[src/rtl/rsa_pkg.sv]
`default_nettype none
// ----------------------------------------------------------------------------
// rsa_pkg
// Shared types, widths and constants for the RGB saturation adjust pipeline.
// ----------------------------------------------------------------------------
package rsa_pkg;

    localparam int CompW  = 8;    // color component width
    localparam int GainW  = 12;   // Q4.8 gain
    localparam int FracW  = 16;   // fractional bits of hue and saturation
    localparam int QuoW   = FracW + 1;   // ratio in [0, 1.0]
    localparam int HueW   = FracW + 3;   // Q3.16, range [0, 6)

    localparam logic [QuoW-1:0]  ONE_Q16     = QuoW'(1) << FracW;
    localparam logic [GainW-1:0] GAIN_RESET  = GainW'(256);
    localparam logic [2:0]       SECTOR_WRAP = 3'd6;

    // input pixel as one transfer
    typedef struct packed {
        logic [CompW-1:0] red_in;
        logic [CompW-1:0] green_in;
        logic [CompW-1:0] blue_in;
        logic [CompW-1:0] alpha_in;
    } pix_in_t;

    // output pixel as one transfer
    typedef struct packed {
        logic [CompW-1:0] red_out;
        logic [CompW-1:0] green_out;
        logic [CompW-1:0] blue_out;
        logic [CompW-1:0] alpha_out;
    } pix_out_t;

    // partial state of the restoring divider
    typedef struct packed {
        logic [CompW-1:0] rem;
        logic [QuoW-1:0]  quo;
    } div_state_t;

    // one restoring step: shift remainder, trial subtract, shift in a bit
    function automatic div_state_t div_step(div_state_t st, logic [CompW-1:0] den);
        logic [CompW:0] t;
        div_state_t     nx;
        t = {st.rem, 1'b0};
        if (t >= {1'b0, den}) begin
            nx.rem = CompW'(t - {1'b0, den});
            nx.quo = {st.quo[QuoW-2:0], 1'b1};
        end else begin
            nx.rem = t[CompW-1:0];
            nx.quo = {st.quo[QuoW-2:0], 1'b0};
        end
        return nx;
    endfunction

endpackage
`default_nettype wire

[src/rtl/rgb_saturation_adjust.sv]
`default_nettype none
// ----------------------------------------------------------------------------
// rgb_saturation_adjust
// Scales the HSV saturation of an RGBA8888 pixel stream by a Q4.8 gain.
// ----------------------------------------------------------------------------
// Usage:
//   s_valid/s_ready/s_data carry input pixels, m_valid/m_ready/m_data the
//   adjusted pixels; one result per input, in order. Alpha is copied.
//   cfg_valid/cfg_data write saturation_gain (Q4.8, 256 = unchanged);
//   cfg_ready is always high. Write it only while the pipeline is empty.
// Pipeline: six register stages (three divider stages, hue/gain stage,
//   multiply stage, output register).
// Throughput: one pixel per clock while m_ready stays high; the six-stage
//   pipeline with a valid bit per stage sets it.
// Stall: when m_ready is low, stages fill up behind the output register;
//   s_ready falls only once every stage holds a pixel. Nothing is dropped
//   or repeated.
// Reset: aresetn (synchronous, active low) empties the pipeline and sets
//   the gain to 256.
// ----------------------------------------------------------------------------
module rgb_saturation_adjust
    import rsa_pkg::*;
(
    input  wire logic             aclk,
    input  wire logic             aresetn,
    input  wire logic             s_valid,
    output logic                  s_ready,
    input  wire pix_in_t          s_data,
    output logic                  m_valid,
    input  wire logic             m_ready,
    output pix_out_t              m_data,
    input  wire logic             cfg_valid,
    output logic                  cfg_ready,
    input  wire logic [GainW-1:0] cfg_data
);

    localparam int NStg = 6;

    logic [GainW-1:0] gain_reg;
    logic [NStg:1]    vld_reg;
    logic [NStg+1:1]  rdy;

    // sideband through divider stages 1..3
    logic [CompW-1:0] mx_reg   [1:3];
    logic [CompW-1:0] al_reg   [1:3];
    logic [2:0]       base_reg [1:3];
    logic             neg_reg  [1:3];

    // front-end comb
    logic [CompW-1:0] mx, mn, dif, p, q, hnum, hden, sden;
    logic [2:0]       base;
    logic             neg;
    logic [QuoW-1:0]  hq, sq;

    // stage 4
    logic [HueW-1:0]  hue_reg, hue_next;
    logic [QuoW-1:0]  sg_reg, sg_next;
    logic [CompW-1:0] mx4_reg, al4_reg;

    // stage 5
    logic [QuoW+15:0] u_reg, u_next;
    logic [CompW-1:0] low_reg, low_next, mx5_reg, al5_reg;
    logic [2:0]       sec_reg, sec_next;

    // stage 6 (output)
    pix_out_t         out_reg, out_next;

    // ---- handshake: a stage moves when it is empty or the next one moves
    assign rdy[NStg+1] = m_ready;
    for (genvar i = 1; i <= NStg; i++) begin : g_rdy
        assign rdy[i] = !vld_reg[i] || rdy[i+1];
    end
    assign s_ready   = rdy[1];
    assign m_valid   = vld_reg[NStg];
    assign m_data    = out_reg;
    assign cfg_ready = 1'b1;

    always_ff @(posedge aclk) begin
        if (!aresetn) begin
            vld_reg  <= '0;
            gain_reg <= GAIN_RESET;
        end else begin
            if (cfg_valid) begin
                gain_reg <= cfg_data;
            end
            if (rdy[1]) begin
                vld_reg[1] <= s_valid;
            end
            for (int i = 2; i <= NStg; i++) begin
                if (rdy[i]) begin
                    vld_reg[i] <= vld_reg[i-1];
                end
            end
        end
    end

    // ---- stage 1 front: max, min, hue numerator selection
    always_comb begin
        mx = s_data.red_in;
        mn = s_data.red_in;
        if (s_data.green_in > mx) mx = s_data.green_in;
        if (s_data.blue_in  > mx) mx = s_data.blue_in;
        if (s_data.green_in < mn) mn = s_data.green_in;
        if (s_data.blue_in  < mn) mn = s_data.blue_in;
        dif = mx - mn;
        if (mx == s_data.red_in) begin
            p = s_data.green_in; q = s_data.blue_in; base = 3'd0;
        end else if (mx == s_data.green_in) begin
            p = s_data.blue_in; q = s_data.red_in; base = 3'd2;
        end else begin
            p = s_data.red_in; q = s_data.green_in; base = 3'd4;
        end
        neg  = (p < q);
        hnum = neg ? CompW'(q - p) : CompW'(p - q);
        // zero divisor only with zero numerator: divide by one instead
        hden = (dif == '0) ? CompW'(1) : dif;
        sden = (mx == '0) ? CompW'(1) : mx;
    end

    rsa_div u_hue_div (
        .aclk (aclk),
        .en   (rdy[3:1]),
        .num  (hnum),
        .den  (hden),
        .quo  (hq)
    );

    rsa_div u_sat_div (
        .aclk (aclk),
        .en   (rdy[3:1]),
        .num  (dif),
        .den  (sden),
        .quo  (sq)
    );

    always_ff @(posedge aclk) begin
        if (rdy[1]) begin
            mx_reg[1]   <= mx;
            al_reg[1]   <= s_data.alpha_in;
            base_reg[1] <= base;
            neg_reg[1]  <= neg;
        end
        for (int i = 2; i <= 3; i++) begin
            if (rdy[i]) begin
                mx_reg[i]   <= mx_reg[i-1];
                al_reg[i]   <= al_reg[i-1];
                base_reg[i] <= base_reg[i-1];
                neg_reg[i]  <= neg_reg[i-1];
            end
        end
    end

    // ---- stage 4: hue assembly, saturation times gain with clamp
    always_comb begin
        logic [HueW-1:0]        pos;
        logic [QuoW+GainW-1:0]  prod;
        pos = HueW'(base_reg[3]) << FracW;
        if (neg_reg[3]) begin
            if (pos < HueW'(hq)) begin
                pos = pos + (HueW'(SECTOR_WRAP) << FracW);
            end
            hue_next = pos - HueW'(hq);
        end else begin
            hue_next = pos + HueW'(hq);
        end
        prod = (QuoW+GainW)'(sq) * (QuoW+GainW)'(gain_reg);
        if ((prod >> 8) > (QuoW+GainW)'(ONE_Q16)) begin
            sg_next = ONE_Q16;
        end else begin
            sg_next = prod[QuoW+7:8];
        end
    end

    always_ff @(posedge aclk) begin
        if (rdy[4]) begin
            hue_reg <= hue_next;
            sg_reg  <= sg_next;
            mx4_reg <= mx_reg[3];
            al4_reg <= al_reg[3];
        end
    end

    // ---- stage 5: ramp weight, low component, mid numerator
    always_comb begin
        logic [QuoW-1:0]       f, fdev, k, inv;
        logic [CompW+QuoW-1:0] lp;
        logic [2*QuoW-1:0]     sk;
        f    = hue_reg[QuoW-1:0];
        fdev = (f >= ONE_Q16) ? QuoW'(f - ONE_Q16) : QuoW'(ONE_Q16 - f);
        k    = ONE_Q16 - fdev;
        inv  = ONE_Q16 - sg_reg;
        lp   = (CompW+QuoW)'(mx4_reg) * (CompW+QuoW)'(inv);
        low_next = lp[CompW+FracW-1:FracW];
        sk   = (2*QuoW)'(sg_reg) * (2*QuoW)'(k);
        u_next = (QuoW+16)'(sk) + ((QuoW+16)'(inv) << FracW);
        sec_next = hue_reg[HueW-1:FracW];
        if (sec_next >= SECTOR_WRAP) begin
            sec_next = 3'd0;
        end
    end

    always_ff @(posedge aclk) begin
        if (rdy[5]) begin
            u_reg   <= u_next;
            low_reg <= low_next;
            sec_reg <= sec_next;
            mx5_reg <= mx4_reg;
            al5_reg <= al4_reg;
        end
    end

    // ---- stage 6: mid component and sector routing
    always_comb begin
        logic [CompW+QuoW+15:0] mp;
        logic [CompW-1:0]       mid, top, low;
        mp  = (CompW+QuoW+16)'(mx5_reg) * (CompW+QuoW+16)'(u_reg);
        mid = mp[CompW+2*FracW-1:2*FracW];
        top = mx5_reg;
        low = low_reg;
        out_next.alpha_out = al5_reg;
        case (sec_reg)
            3'd0: begin
                out_next.red_out = top; out_next.green_out = mid; out_next.blue_out = low;
            end
            3'd1: begin
                out_next.red_out = mid; out_next.green_out = top; out_next.blue_out = low;
            end
            3'd2: begin
                out_next.red_out = low; out_next.green_out = top; out_next.blue_out = mid;
            end
            3'd3: begin
                out_next.red_out = low; out_next.green_out = mid; out_next.blue_out = top;
            end
            3'd4: begin
                out_next.red_out = mid; out_next.green_out = low; out_next.blue_out = top;
            end
            default: begin
                out_next.red_out = top; out_next.green_out = low; out_next.blue_out = mid;
            end
        endcase
    end

    always_ff @(posedge aclk) begin
        if (rdy[6]) begin
            out_reg <= out_next;
        end
    end

    // ---- checks
    a_reset_empty: assert property (@(posedge aclk) !aresetn |=> !m_valid)
        else $error("pipeline not empty after reset");

    a_stall_cause: assert property (@(posedge aclk) disable iff (!aresetn)
        !s_ready |-> (m_valid && !m_ready && (&vld_reg)))
        else $error("input stalled without full pipeline and output stall");

    a_enter: assert property (@(posedge aclk) disable iff (!aresetn)
        (s_valid && s_ready) |=> vld_reg[1])
        else $error("accepted pixel lost at stage 1");

    a_sector_range: assert property (@(posedge aclk) disable iff (!aresetn)
        vld_reg[5] |-> (sec_reg < SECTOR_WRAP))
        else $error("sector index out of range");

endmodule
`default_nettype wire

[src/rtl/rsa_div.sv]
`default_nettype none
// ----------------------------------------------------------------------------
// rsa_div
// Three-stage pipelined restoring divider: quo = floor(num * 2^16 / den),
// for num <= den and den > 0. Four, six and six steps per stage.
// ----------------------------------------------------------------------------
module rsa_div
    import rsa_pkg::*;
(
    input  wire logic             aclk,
    input  wire logic [2:0]       en,
    input  wire logic [CompW-1:0] num,
    input  wire logic [CompW-1:0] den,
    output logic      [QuoW-1:0]  quo
);

    div_state_t       st_a_reg, st_b_reg, st_c_reg;
    div_state_t       st_a_next, st_b_next, st_c_next;
    logic [CompW-1:0] den_a_reg, den_b_reg;

    // stage A: integer bit, then four fraction bits
    always_comb begin
        logic q16;
        q16 = (num >= den);
        st_a_next.rem = q16 ? CompW'(num - den) : num;
        st_a_next.quo = QuoW'(q16);
        for (int i = 0; i < 4; i++) begin
            st_a_next = div_step(st_a_next, den);
        end
    end

    // stage B: six fraction bits
    always_comb begin
        st_b_next = st_a_reg;
        for (int i = 0; i < 6; i++) begin
            st_b_next = div_step(st_b_next, den_a_reg);
        end
    end

    // stage C: last six fraction bits
    always_comb begin
        st_c_next = st_b_reg;
        for (int i = 0; i < 6; i++) begin
            st_c_next = div_step(st_c_next, den_b_reg);
        end
    end

    always_ff @(posedge aclk) begin
        if (en[0]) begin
            st_a_reg  <= st_a_next;
            den_a_reg <= den;
        end
        if (en[1]) begin
            st_b_reg  <= st_b_next;
            den_b_reg <= den_a_reg;
        end
        if (en[2]) begin
            st_c_reg  <= st_c_next;
        end
    end

    assign quo = st_c_reg.quo;

endmodule
`default_nettype wire

[config.mk]
export PLATFORM = sky130hd
export DESIGN_NAME = rgb_saturation_adjust
export DESIGN_NICKNAME = d
export VERILOG_FILES = /design/src/rtl/rsa_pkg.sv /design/src/rtl/rgb_saturation_adjust.sv /design/src/rtl/rsa_div.sv
export SDC_FILE = /design/constraint.sdc
export NUM_CORES = 2
export LEC_CHECK = 0
export BUFFER_PORTS_ARGS = -buffer_cell sky130_fd_sc_hd__buf_2
export CAP_MARGIN = 20
export CORE_ASPECT_RATIO = 0.6
export CORE_MARGIN = 2
export CORE_UTILIZATION = 61
export CTS_BUF_LIST = sky130_fd_sc_hd__clkbuf_4
export DETAILED_ROUTE_END_ITERATION = 10
export PLACE_DENSITY = 0.81
export SLEW_MARGIN = 20
export SYNTH_ARGS = -nofsm -noshare
export SYNTH_HDL_FRONTEND = slang
export SYNTH_HIERARCHICAL = 1
export SYNTH_SLANG_ARGS = --single-unit
export TNS_END_PERCENT = 1
[constraint.sdc]
create_clock -name aclk -period 20.7 [get_ports aclk]
set_input_delay 6.21 -clock aclk [delete_from_list [all_inputs] [get_ports aclk]]
set_output_delay 6.21 -clock aclk [all_outputs]
set_load 0.03 [all_outputs]
==> qor.txt <==
First-pass GRT wire length: 241700 µm
Synth cell types: 113
Status: finished clean
Max reg flops: 33
Std-Cell Core Area: 0.09157 mm²
Worst hold path class: reg -> reg
Sink Count: 349
Mux cell area share after synthesis: 0.04109
Slew Limit Fails: 0
Relative slew slack: 0.2177
All-Layer GR Usage: 0.3176
Max FO, Critical Path: 17
Final core occ: 0.6639
Final min period: 20.00 ns
Sequential share of the synthesized area: 0.1833
Xor and xnor fraction of the mapped netlist area: 0.04895
CTS tree: yes
Inserted Clock Buffers: 89
Gpl congestion: 0.9530
Max Clk Rate: 49.99 MHz
Fillers: 7092
Share of flip-flops with an asynchronous set or reset: 0
Simple-Gate Fraction of Synth Area: 0.1646
Fin cells: 7639
DR iter-0 viols: 4795
Antenna violations before repair: 7
Largest net degree at the start of global routing: 61
H-tree levels: 3
Max-Cap Viols: 0
RSZ-0062 raised after global routing: no
EDFF count, synth: 331
Root Buffer: clkbuf_4
Antenna viol nets, final: 0
Drt total wl: 147100 µm
Initial core utilization: 0.6135
Die Ht: 239.1 µm
Vias: 45.61k
Period utilization: 0.9663
Crit-path slowest cell: or4_1
Req. time, crit path: 21.47 ns
DR vias/cell: 5.971
DIE AREA: 0.09462 mm²
DR WL/cell: 19.26 µm
Detailed Place HPWL: 117500 µm
Crit path largest cell delay: 0.51 ns
Final Hold Vio Count: 0
Grt total ovfl: 0
R2r setup slk: 4.15 ns
Drt first pass iters: 7
Hold-fix buffers, CTS: 0
Synth Instances: 6112
Arr. time, crit path: 20.77 ns
Kind of critical path: in -> reg
Die Wd: 395.8 µm
Critical path endpoint category: register
Clk_skew: 0.06819 ns
Final net count: 7611
Syn avg cell area: 9.191 µm²
Synth Flop Type: edfxtp_1
Critical Path Most Common Cell: buf_4
Post-Synth Adder-Cell Area: 0.3650
Area grow syn2layout: 8.210%
Largest family of logic cells by synthesized area: adder cells
IO Pins: 84
Core Rows: 86
Vias in the first global route: 45.98k
Post-synthesis net count: 7397
Synth warnings: 6
DR DRC count: 0
Syn Std Cell Area: 0.05618 mm²
Clock Latency Late Sink: 1.03 ns
Synth Register Bits: 349
Clock slew at reported path FFs: 0.07 ns
Setup violators final: 0
Post-Place Cells: 7462
IO buf count: 82
Clock Tree Buf Depth: 3
Layout cells sized above 1: 0.1196
Critical Path Source Type: input pin
Compound-cell area share of the yosys netlist: 0.1203
Slew @ Worst Pin: 1.165 ns
logic make-up (layout without fill, tap and decap cells):
| group | after synthesis | after routing |
|---|---|---|
| fa+ha+maj | 1236 | 1236 |
| compound gates | 1001 | 1001 |
| simple gates | 1878 | 1878 |
| xor+xnor | 314 | 314 |
| other cells | 1 | 12 |
| buf+inv | 1129 | 1413 |
| flops | 349 | 349 |
| mux | 204 | 204 |
cells in the mapped netlist, types with 80 or more instances:
master	number	share of area
xor2_1	106	0.017
clkbuf_1	190	0.013
a21o_1	91	0.012
edfxtp_1	331	0.18
a21oi_1	257	0.023
nor2_1	281	0.019
o21ai_0	194	0.017
and2_1	379	0.042
nand2_1	703	0.047
xnor2_1	208	0.032
ha_1	565	0.13
nor3_1	98	0.0087
inv_1	889	0.059
fa_1	671	0.24
mux2_2	109	0.022
nor2b_1	80	0.0089
metrics by stage:
| stage | hold WS (ns) | setup TNS [ns] | instance area [µm²] | setup slack (ns) |
|---|---|---|---|---|
| CTS | 0.4111 | 0 | 60570 | 0.4115 |
| global placement | 0.4021 | -1.058 | 59350 | -0.1193 |
| detailed placement | 0.4045 | -8.430 | 59360 | -0.6242 |
| global route | 0.4162 | 0 | 60780 | 0.006148 |
| floorplan | 0.4003 | 0 | 56300 | 0.03572 |
| finish | 0.4093 | 0 | 60790 | 0.6969 |
repair_timing:
action                                  CTS  global route
buffers inserted                          0             4
resized for setup                         0            40
endpoints found under the setup margin    0            18
routing by layer:
| metal | track usage | vias up | routed length (µm) |
|---|---|---|---|
| met2 | 0.4501 | 2318 | 60250 |
| met3 | 0.08390 | 240 | 17620 |
| met5 | 0 | - | 34 |
| met1 | 0.4842 | 22170 | 66410 |
| li1 | - | 20870 | - |
| met4 | 0.06925 | 6 | 2790 |
placed cells by master, fill, tap and decap left out, types with 30 or more instances in the layout:
cell type,synthesis,final
xnor2_1,208,204
nand2_1,703,700
nor2b_1,80,80
mux2_2,109,108
and3_1,33,33
buf_2,18,82
nor2_1,281,279
o21a_1,76,76
inv_1,889,886
nand2b_1,48,48
xor2_1,106,105
clkbuf_4,0,124
a21oi_1,257,245
nor3_1,98,98
fa_1,671,670
o21ai_0,194,183
edfxtp_1,331,331
nand4_1,35,35
and2_1,379,378
a21o_1,91,91
buf_4,5,265
nand3_1,65,64
mux2i_1,67,66
a31oi_1,32,30
or2_2,30,30
ha_1,565,563
path summary, 6_finish.rpt:
kind / from / to / depth (start not counted)
setup reg to reg: u_sat_div/den_a_reg[0] / u_sat_div/st_b_reg[20] / 49
hold reg to reg: al_reg[2][7] / al_reg[3][7] / 0
setup / recovery: s_data[25] / u_hue_div/st_a_reg[23] / 76
hold / removal: al_reg[2][7] / al_reg[3][7] / 0
critical path, delay by kind of cell:
| kind | cells | cell delay, ns |
|---|---|---|
| AO/OA/AOI/OAI | 36 | 6.51 |
| XOR/XNOR | 1 | 0.13 |
| adder cells (fa/ha/maj) | 9 | 2.73 |
| buffers and inverters | 14 | 1.71 |
| multiplexers | 4 | 1.24 |
| AND/OR/NAND/NOR | 12 | 2.22 |
final cells by class:
| class | instances | area [µm²] | area share |
|---|---|---|---|
| clock inverters | 37 | 281.5 | 0.004631 |
| multi-input cells | 4634 | 41870 | 0.6888 |
| well taps | 1232 | 1541 | 0.02536 |
| repair buffers | 351 | 2454 | 0.04036 |
| flip-flops and latches | 349 | 10300 | 0.1694 |
| inverters | 901 | 3385 | 0.05568 |
| clock buffers | 124 | 930.9 | 0.01531 |
| diodes | 11 | 27.53 | 0.0004528 |
Power is not shown: default switching activity piles up to over one toggle a cycle in this logic, so the estimate is an artifact.
